`config.mk`:
```
export PLATFORM = sky130hd
export DESIGN_NAME = gnss_binary_frame_receiver_core
export DESIGN_NICKNAME = d
export VERILOG_FILES = /design/src/sv/gbfr_pkg.sv /design/src/sv/gnss_binary_frame_receiver_core.sv
export SDC_FILE = /design/constraint.sdc
export NUM_CORES = 1
export LEC_CHECK = 0
export BUFFER_PORTS_ARGS = -buffer_cell sky130_fd_sc_hd__buf_2
export CORE_ASPECT_RATIO = 1.2
export CORE_MARGIN = 2
export CORE_UTILIZATION = 25
export CTS_CLUSTER_DIAMETER = 150
export DETAILED_ROUTE_END_ITERATION = 8
export GPL_TIMING_DRIVEN = 0
export PLACE_DENSITY_LB_ADDON = 0.12
export RECOVER_POWER = 25
export SLEW_MARGIN = 20
export SYNTH_ARGS = -nofsm -noshare
export SYNTH_HDL_FRONTEND = slang
export SYNTH_SLANG_ARGS = --single-unit
```
`constraint.sdc`:
```
create_clock -name clock -period 4.1 [get_ports clock]
set_input_delay 0.205 -clock clock [delete_from_list [all_inputs] [get_ports clock]]
set_output_delay 0.205 -clock clock [all_outputs]
set_load 0.02 [all_outputs]
```
`src/sv/gbfr_pkg.sv`:
```
package gbfr_pkg;

   // framing bytes
   localparam logic [7:0] SYNC_ONE   = 8'hB5;
   localparam logic [7:0] SYNC_TWO   = 8'h62;
   localparam logic [7:0] TEXT_START = 8'h24;
   localparam logic [7:0] TEXT_LF    = 8'h0A;
   localparam logic [7:0] TEXT_CR    = 8'h0D;

   // result event codes
   typedef enum logic [2:0] {
      EV_NONE      = 3'd0,
      EV_PAYLOAD   = 3'd1,
      EV_FRAME_END = 3'd2,
      EV_TEXT_CHAR = 3'd3,
      EV_LINE_END  = 3'd4,
      EV_LINE_DROP = 3'd5
   } event_type;

   // frame end status codes
   typedef enum logic [1:0] {
      ST_GOOD     = 2'd0,
      ST_CKSUM    = 2'd1,
      ST_TOO_LONG = 2'd2
   } status_type;

   // register indexes
   localparam logic [1:0] CSR_MAX_PAYLOAD   = 2'd0;
   localparam logic [1:0] CSR_NMEA_LINE_MAX = 2'd1;

   localparam logic [15:0] MAX_PAYLOAD_RST   = 16'd1024;
   localparam logic [8:0]  NMEA_LINE_MAX_RST = 9'd128;
   localparam logic [8:0]  LINE_SIZE_MIN     = 9'd2;
   localparam logic [8:0]  LINE_SIZE_MAX     = 9'd256;

endpackage

```
`src/sv/gnss_binary_frame_receiver_core.sv`:
```
// Channel  | Direction | Handshake             | Payload
// req_     | in        | req_valid/req_ready   | rx_byte
// rsp_     | out       | rsp_valid/rsp_ready   | event_res, data_byte, msg_class, msg_id,
//          |           |                       | frame_length, byte_offset, frame_status
// csr_     | in        | csr_we                | csr_index, csr_wdata (16 bit)
//
// Every byte gives exactly one result item in the cycle after it is accepted.
// A byte can be taken every cycle; the parser state updates in the accept cycle.
// The single result register sets the rate: req_ready is low only while a result
// waits and rsp_ready is low.
// Synchronous active-high reset clears the parser, the counters and rsp_valid.
module gnss_binary_frame_receiver_core
   import gbfr_pkg::*;
(
   input  logic        clock,
   input  logic        reset,
   input  logic        req_valid,
   output logic        req_ready,
   input  logic [7:0]  req_rx_byte,
   output logic        rsp_valid,
   input  logic        rsp_ready,
   output logic [2:0]  rsp_event_res,
   output logic [7:0]  rsp_data_byte,
   output logic [7:0]  rsp_msg_class,
   output logic [7:0]  rsp_msg_id,
   output logic [15:0] rsp_frame_length,
   output logic [15:0] rsp_byte_offset,
   output logic [1:0]  rsp_frame_status,
   input  logic        csr_we,
   input  logic [1:0]  csr_index,
   input  logic [15:0] csr_wdata
);

   typedef enum logic [3:0] {
      PH_IDLE    = 4'd0,
      PH_SYNC2   = 4'd1,
      PH_CLASS   = 4'd2,
      PH_ID      = 4'd3,
      PH_LEN_LO  = 4'd4,
      PH_LEN_HI  = 4'd5,
      PH_PAYLOAD = 4'd6,
      PH_CK_A    = 4'd7,
      PH_CK_B    = 4'd8,
      PH_TEXT    = 4'd9
   } phase_type;

   // configuration
   logic [15:0] max_payload_ff;
   logic [8:0]  line_max_ff;

   // parser state
   phase_type   phase_ff, phase_in;
   logic [7:0]  class_ff, class_in;
   logic [7:0]  id_ff, id_in;
   logic [15:0] length_ff, length_in;
   logic [15:0] pidx_ff, pidx_in;
   logic [7:0]  sum_a_ff, sum_a_in;
   logic [7:0]  sum_b_ff, sum_b_in;
   logic        too_long_ff, too_long_in;
   logic [8:0]  text_cnt_ff, text_cnt_in;

   // result register
   logic        rsp_valid_ff;
   event_type   event_ff, event_in;
   logic [7:0]  data_ff, data_in;
   logic [15:0] offset_ff, offset_in;
   status_type  status_ff, status_in;

   logic        accept;
   logic [7:0]  c;
   logic [7:0]  fl_a;
   logic [7:0]  fl_b;
   logic [8:0]  line_size;
   logic [8:0]  line_limit;
   logic [15:0] len_full;
   logic [15:0] pidx_next;

   assign req_ready = !rsp_valid_ff || rsp_ready;
   assign accept    = req_valid && req_ready;
   assign c         = req_rx_byte;

   // running Fletcher sums with this byte folded in
   assign fl_a = sum_a_ff + c;
   assign fl_b = sum_b_ff + fl_a;

   always_comb begin
      line_size = line_max_ff;
      if (line_max_ff < LINE_SIZE_MIN) line_size = LINE_SIZE_MIN;
      if (line_max_ff > LINE_SIZE_MAX) line_size = LINE_SIZE_MAX;
   end
   assign line_limit = line_size - 9'd1;
   assign len_full   = {c, length_ff[7:0]};
   assign pidx_next  = pidx_ff + 16'd1;

   always_comb begin
      phase_in    = phase_ff;
      class_in    = class_ff;
      id_in       = id_ff;
      length_in   = length_ff;
      pidx_in     = pidx_ff;
      sum_a_in    = sum_a_ff;
      sum_b_in    = sum_b_ff;
      too_long_in = too_long_ff;
      text_cnt_in = text_cnt_ff;
      event_in    = EV_NONE;
      data_in     = 8'd0;
      offset_in   = 16'd0;
      status_in   = ST_GOOD;
      case (phase_ff)
         PH_SYNC2: begin
            phase_in = (c == SYNC_TWO) ? PH_CLASS : PH_IDLE;
         end
         PH_CLASS: begin
            class_in = c;
            sum_a_in = c;
            sum_b_in = c;
            phase_in = PH_ID;
         end
         PH_ID: begin
            id_in    = c;
            sum_a_in = fl_a;
            sum_b_in = fl_b;
            phase_in = PH_LEN_LO;
         end
         PH_LEN_LO: begin
            length_in = {8'd0, c};
            sum_a_in  = fl_a;
            sum_b_in  = fl_b;
            phase_in  = PH_LEN_HI;
         end
         PH_LEN_HI: begin
            length_in   = len_full;
            sum_a_in    = fl_a;
            sum_b_in    = fl_b;
            pidx_in     = 16'd0;
            too_long_in = (len_full > max_payload_ff);
            phase_in    = (len_full != 16'd0) ? PH_PAYLOAD : PH_CK_A;
         end
         PH_PAYLOAD: begin
            sum_a_in = fl_a;
            sum_b_in = fl_b;
            if (!too_long_ff) begin
               event_in  = EV_PAYLOAD;
               data_in   = c;
               offset_in = pidx_ff;
            end
            pidx_in = pidx_next;
            // offset wrap also closes the payload
            if (pidx_next == 16'd0 || pidx_next >= length_ff) phase_in = PH_CK_A;
         end
         PH_CK_A: begin
            if (c == sum_a_ff) begin
               phase_in = PH_CK_B;
            end else begin
               event_in  = EV_FRAME_END;
               status_in = too_long_ff ? ST_TOO_LONG : ST_CKSUM;
               phase_in  = PH_IDLE;
            end
         end
         PH_CK_B: begin
            event_in  = EV_FRAME_END;
            status_in = too_long_ff ? ST_TOO_LONG :
                        ((c == sum_b_ff) ? ST_GOOD : ST_CKSUM);
            phase_in  = PH_IDLE;
         end
         PH_TEXT: begin
            if (c == TEXT_LF) begin
               event_in  = EV_LINE_END;
               offset_in = {7'd0, text_cnt_ff};
               phase_in  = PH_IDLE;
            end else if (c == TEXT_CR) begin
               phase_in = PH_TEXT;
            end else if (text_cnt_ff < line_limit) begin
               event_in    = EV_TEXT_CHAR;
               data_in     = c;
               offset_in   = {7'd0, text_cnt_ff};
               text_cnt_in = text_cnt_ff + 9'd1;
            end else begin
               event_in = EV_LINE_DROP;
               phase_in = PH_IDLE;
            end
         end
         default: begin
            // idle, and any stray phase code
            phase_in = PH_IDLE;
            if (c == SYNC_ONE) begin
               phase_in = PH_SYNC2;
            end else if (c == TEXT_START) begin
               phase_in    = PH_TEXT;
               event_in    = EV_TEXT_CHAR;
               data_in     = c;
               text_cnt_in = 9'd1;
            end
         end
      endcase
   end

   always_ff @(posedge clock) begin
      if (reset) begin
         max_payload_ff <= MAX_PAYLOAD_RST;
         line_max_ff    <= NMEA_LINE_MAX_RST;
      end else if (csr_we) begin
         if (csr_index == CSR_MAX_PAYLOAD)   max_payload_ff <= csr_wdata;
         if (csr_index == CSR_NMEA_LINE_MAX) line_max_ff    <= csr_wdata[8:0];
      end
   end

   always_ff @(posedge clock) begin
      if (reset) begin
         phase_ff     <= PH_IDLE;
         class_ff     <= 8'd0;
         id_ff        <= 8'd0;
         length_ff    <= 16'd0;
         pidx_ff      <= 16'd0;
         sum_a_ff     <= 8'd0;
         sum_b_ff     <= 8'd0;
         too_long_ff  <= 1'b0;
         text_cnt_ff  <= 9'd0;
         rsp_valid_ff <= 1'b0;
      end else begin
         if (accept) begin
            phase_ff    <= phase_in;
            class_ff    <= class_in;
            id_ff       <= id_in;
            length_ff   <= length_in;
            pidx_ff     <= pidx_in;
            sum_a_ff    <= sum_a_in;
            sum_b_ff    <= sum_b_in;
            too_long_ff <= too_long_in;
            text_cnt_ff <= text_cnt_in;
         end
         if (accept) rsp_valid_ff <= 1'b1;
         else if (rsp_ready) rsp_valid_ff <= 1'b0;
      end
   end

   always_ff @(posedge clock) begin
      if (accept) begin
         event_ff  <= event_in;
         data_ff   <= data_in;
         offset_ff <= offset_in;
         status_ff <= status_in;
      end
   end

   assign rsp_valid        = rsp_valid_ff;
   assign rsp_event_res    = event_ff;
   assign rsp_data_byte    = data_ff;
   assign rsp_msg_class    = class_ff;
   assign rsp_msg_id       = id_ff;
   assign rsp_frame_length = length_ff;
   assign rsp_byte_offset  = offset_ff;
   assign rsp_frame_status = status_ff;

   // every accepted byte leaves a result behind
   a_accept_gives_result: assert property (@(posedge clock) disable iff (reset)
      accept |=> rsp_valid_ff)
      else $error("accepted item produced no result");

   // status is only nonzero on a frame end
   a_status_only_on_end: assert property (@(posedge clock) disable iff (reset)
      (rsp_valid_ff && event_ff != EV_FRAME_END) |-> status_ff == ST_GOOD)
      else $error("frame status outside a frame end");

   // data only carried by payload and text character events
   a_data_only_on_bytes: assert property (@(posedge clock) disable iff (reset)
      (rsp_valid_ff && event_ff != EV_PAYLOAD && event_ff != EV_TEXT_CHAR)
      |-> data_ff == 8'd0)
      else $error("data byte set on a non-data event");

   // the line counter can never pass the largest line limit
   a_text_cnt_bound: assert property (@(posedge clock) disable iff (reset)
      text_cnt_ff <= LINE_SIZE_MAX - 9'd1)
      else $error("text counter overran");

   // no payload streamed for a frame flagged too long
   a_no_payload_too_long: assert property (@(posedge clock) disable iff (reset)
      (accept && phase_ff == PH_PAYLOAD && too_long_ff) |=> event_ff == EV_NONE)
      else $error("payload streamed for oversize frame");

endmodule
```
==> impl_metrics.toml <==
[setup_path]
setup.worst_path.end_class = "flip-flop"
r2r-start = "line_max_ff[3]"
required_ns = 4.28
reg2reg_depth = 17
crit_arrival_ns = 4.04
reg2reg_to = "rsp_byte_offset[1]"
timing_worst_setup_path_type = "reg2reg"
critPathMaxFanout = 9
cp-start-kind = "flip-flop"
startpoint = "line_max_ff[3]"
rrSetupSlack_ns = 0.23

[synthesis]
synth_compound_area_share_pct = 16.7
synth_cell_types = 63
yosys.area_share.xor_xnor_pct = 4.89
synth_seq_cells = 133
synth_flop_cell = "dfxtp_1"
synthCells = 913
synthArstFlopShare_pct = 0
synthMuxAreaShare_pct = 3.64
syn_nets = 1003
synth_edf_count = 29
ys_warn_count = 0
synth_top_family_by_area = "simple AND/OR/NAND/NOR gates"
synth_adder_area_share_pct = 9.69
yosys.area_share.simple_pct = 22.4
syn_area_per_cell_um2 = 8.52
synth_seq_area_share_pct = 38.0
syn-cell-area_um2 = 7780

[cts]
cts_tree = "yes"
clockBufferDepth = 2
cts-root-buf = "clkbuf_16"
htree_num_levels = 4
clk_latency_ns = 0.43
cts_buffers = 17
cts_num_sinks = 133
clk_pin_slew_worst_paths_ns = 0.05

[finish]
fin_util_pct = 30.8
seq_area_um2 = 2950
nNetsFinal = 1122
areaGrowthSynthToFinish_pct = 21.0
multi_input_area_um2 = 4470
diodes = 0
drive_gt1_share_pct = 10.9
nFillCells = 3317

[sta]
max-slew-margin-rel_pct = 38.8
period_share_pct = 94.4
finalSetupViolCount = 0
post-route-min-period_ns = 3.87
timing.fmax_ghz = 0.258
rsz0062_at_grt = "no"
setup_ws_ns = 0.231
finClkSkew_ns = 0.0100
finalHoldViolations = 0
tightest_slew_ns = 0.916
slew_viol_final = 0

[place]
io_buffers = 92
place.gp.congestion = 0.807
place_ws_ns = -0.0871
dp_hpwl_um = 19200

[route]
firstDrtPassIters = 4
wl_per_cell_um = 17.6
initialDrtViolationCount = 227
antenna_left = 0
vias = 6839
routed_wl_um = 25400
drc = 0
routed_via_density = 4.75

[power]
irDropWorstVdd_uv = 209
p_leak_nw = 3.89
powerDensity_nw_per_um2 = 345

[floorplanning]
initial_core_util_pct = 25.4
die_y_um = 197
row_count = 70
fp.coreArea_um2 = 30600
dieArea_um2 = 32500
io-pin-count = 94
die_w_um = 165

[job]
drv_cap = 0

[worst_hold_path]
hold_path_class = "in2reg"
min_to = "line_max_ff[3]"
min-delay-start = "csr_wdata[3]"
holdPathStages = 3

[grt]
grt.total_usage_pct = 16.1
grt_pass1_vias = 6739
grt_max_degree = 19
grt_pass1_wl_um = 39400
grt_overflow = 0
antenna_found_initial = 0

[status]
status = "complete, no violations"
## where the power goes
part,internal [W],switching [W]
logic,0.0000816,0.000164
registers,0.00136,0.0000109
clock network,0.00104,0.000592
## metrics by stage
stage / area [um^2] / total power (W) / cells / hold WS [ns] / TNS, ns
finish: 9410 / 0.00325 / 1441 / 0.0187 / 0
global route: 9410 / 0.00339 / 1441 / 0.0147 / 0
CTS: 9460 / 0.00330 / 1440 / 0.0000741 / 0
detailed placement: 8760 / 0.00165 / 1402 / 0.448 / -0.635
global placement: 8730 / 0.00165 / 1401 / 0.445 / -1.08
floorplan: 7780 / 0.00155 / 913 / 0.330 / 0
## sequential cells by signal, indices dropped and copies added (netlist names), 2 cells and up
name and cells:
max_payload_ff 16, rsp_byte_offset 16, line_max_ff 9, text_cnt_ff 9
rsp_frame_status 2, pidx_ff 16, rsp_data_byte 8, rsp_msg_id 8
rsp_event_res 3, sum_b_ff 8, phase_ff 4, rsp_frame_length 16
rsp_msg_class 8, sum_a_ff 8
## synth_stat cells, types with 11 or more instances
master    instances  area [um^2]
nor2_1           96          360
edfxtp_1         29          871
ha_1             57          713
nand4_1          11         68.8
nor3_1           24          120
a211oi_1         16          120
xor2_1           29          254
nand2_1         111          417
mux2i_1          26          260
nand3_1          39          195
a21oi_1          76          380
and2_1           14         87.6
inv_1            40          150
o21ai_0          37          185
dfxtp_1         104         2080
clkbuf_1         34          128
buf_2            14         70.1
## cells by family after synthesis
logic type	Yosys count
adders and majority gates	59
and+or+nand+nor	359
xor gates and xnor gates	41
buffers and inverters	93
AOI/OAI and AO/OA	200
DFF	133
muxes	28
## how the worst max path moves through the flow
stage          depth (start not counted)            endpoint
2_1_floorplan                         16  rsp_byte_offset[6]
3_3_place_gp                          16      text_cnt_ff[3]
3_5_place_dp                          16      text_cnt_ff[3]
4_1_cts                               17      text_cnt_ff[2]
5_1_grt                               17  rsp_byte_offset[1]
6_report                              17  rsp_byte_offset[1]
## per-layer routing
| layer | vias to the layer above | GRT usage (%) | wire length (um) |
|---|---|---|---|
| met5 | - | 0 | 0 |
| met4 | 0 | 6.22 | 612 |
| li1 | 3476 | - | - |
| met2 | 125 | 27.7 | 12700 |
| met3 | 32 | 2.88 | 899 |
| met1 | 3206 | 19.9 | 11200 |
## layout by cell type, fill, tap and decap left out, types with 6 or more instances in the layout
cell	count
a211oi_1	16
a21o_1	7
a21oi_1	76
a22o_1	10
a311oi_1	7
and2_1	14
and3_1	10
buf_2	54
clkbuf_1	90
clkbuf_16	19
dfxtp_1	104
edfxtp_1	29
ha_1	57
inv_1	39
mux2i_1	26
nand2_1	111
nand2b_1	7
nand3_1	39
nand3b_1	7
nand4_1	11
nor2_1	96
nor2b_1	9
nor3_1	22
nor4_1	8
o211a_1	6
o21ai_0	37
xnor2_1	10
xor2_1	29
## area by class of cell
| cell class | count | share of cell area, % |
|---|---|---|
| buffer | 52 | 2.26 |
| clock buffer | 24 | 5.36 |
| clock inverter | 8 | 1.26 |
| inverter | 41 | 1.64 |
| multi-input combinational | 687 | 47.6 |
| sequential | 133 | 31.4 |
| tap | 396 | 5.27 |
| timing repair buffer | 100 | 5.27 |
## worst max-delay path: stages (launching register included)
cell	delay (ns)
dfxtp_1	0.38
nor3_2	0.25
nand2b_1	0.11
nor3_2	0.19
o21ai_0	0.12
ha_1	0.29
nor2b_1	0.17
a31oi_1	0.17
o21ai_0	0.12
ha_1	0.33
nand4_1	0.10
a211oi_1	0.30
a221oi_2	0.15
and2_2	0.25
a21oi_1	0.24
a211oi_4	0.08
buf_12	0.17
a22o_1	0.19
## timing repair
item                                    CTS  global route
endpoints found under the setup margin   18            28
setup buffers                             3             1
resized for setup                         2             1
pin swaps                                 2             3
hold buffers                              3             0
hold endpoints to repair                  3             0
Note: power is estimated with default switching activity, not from simulation.
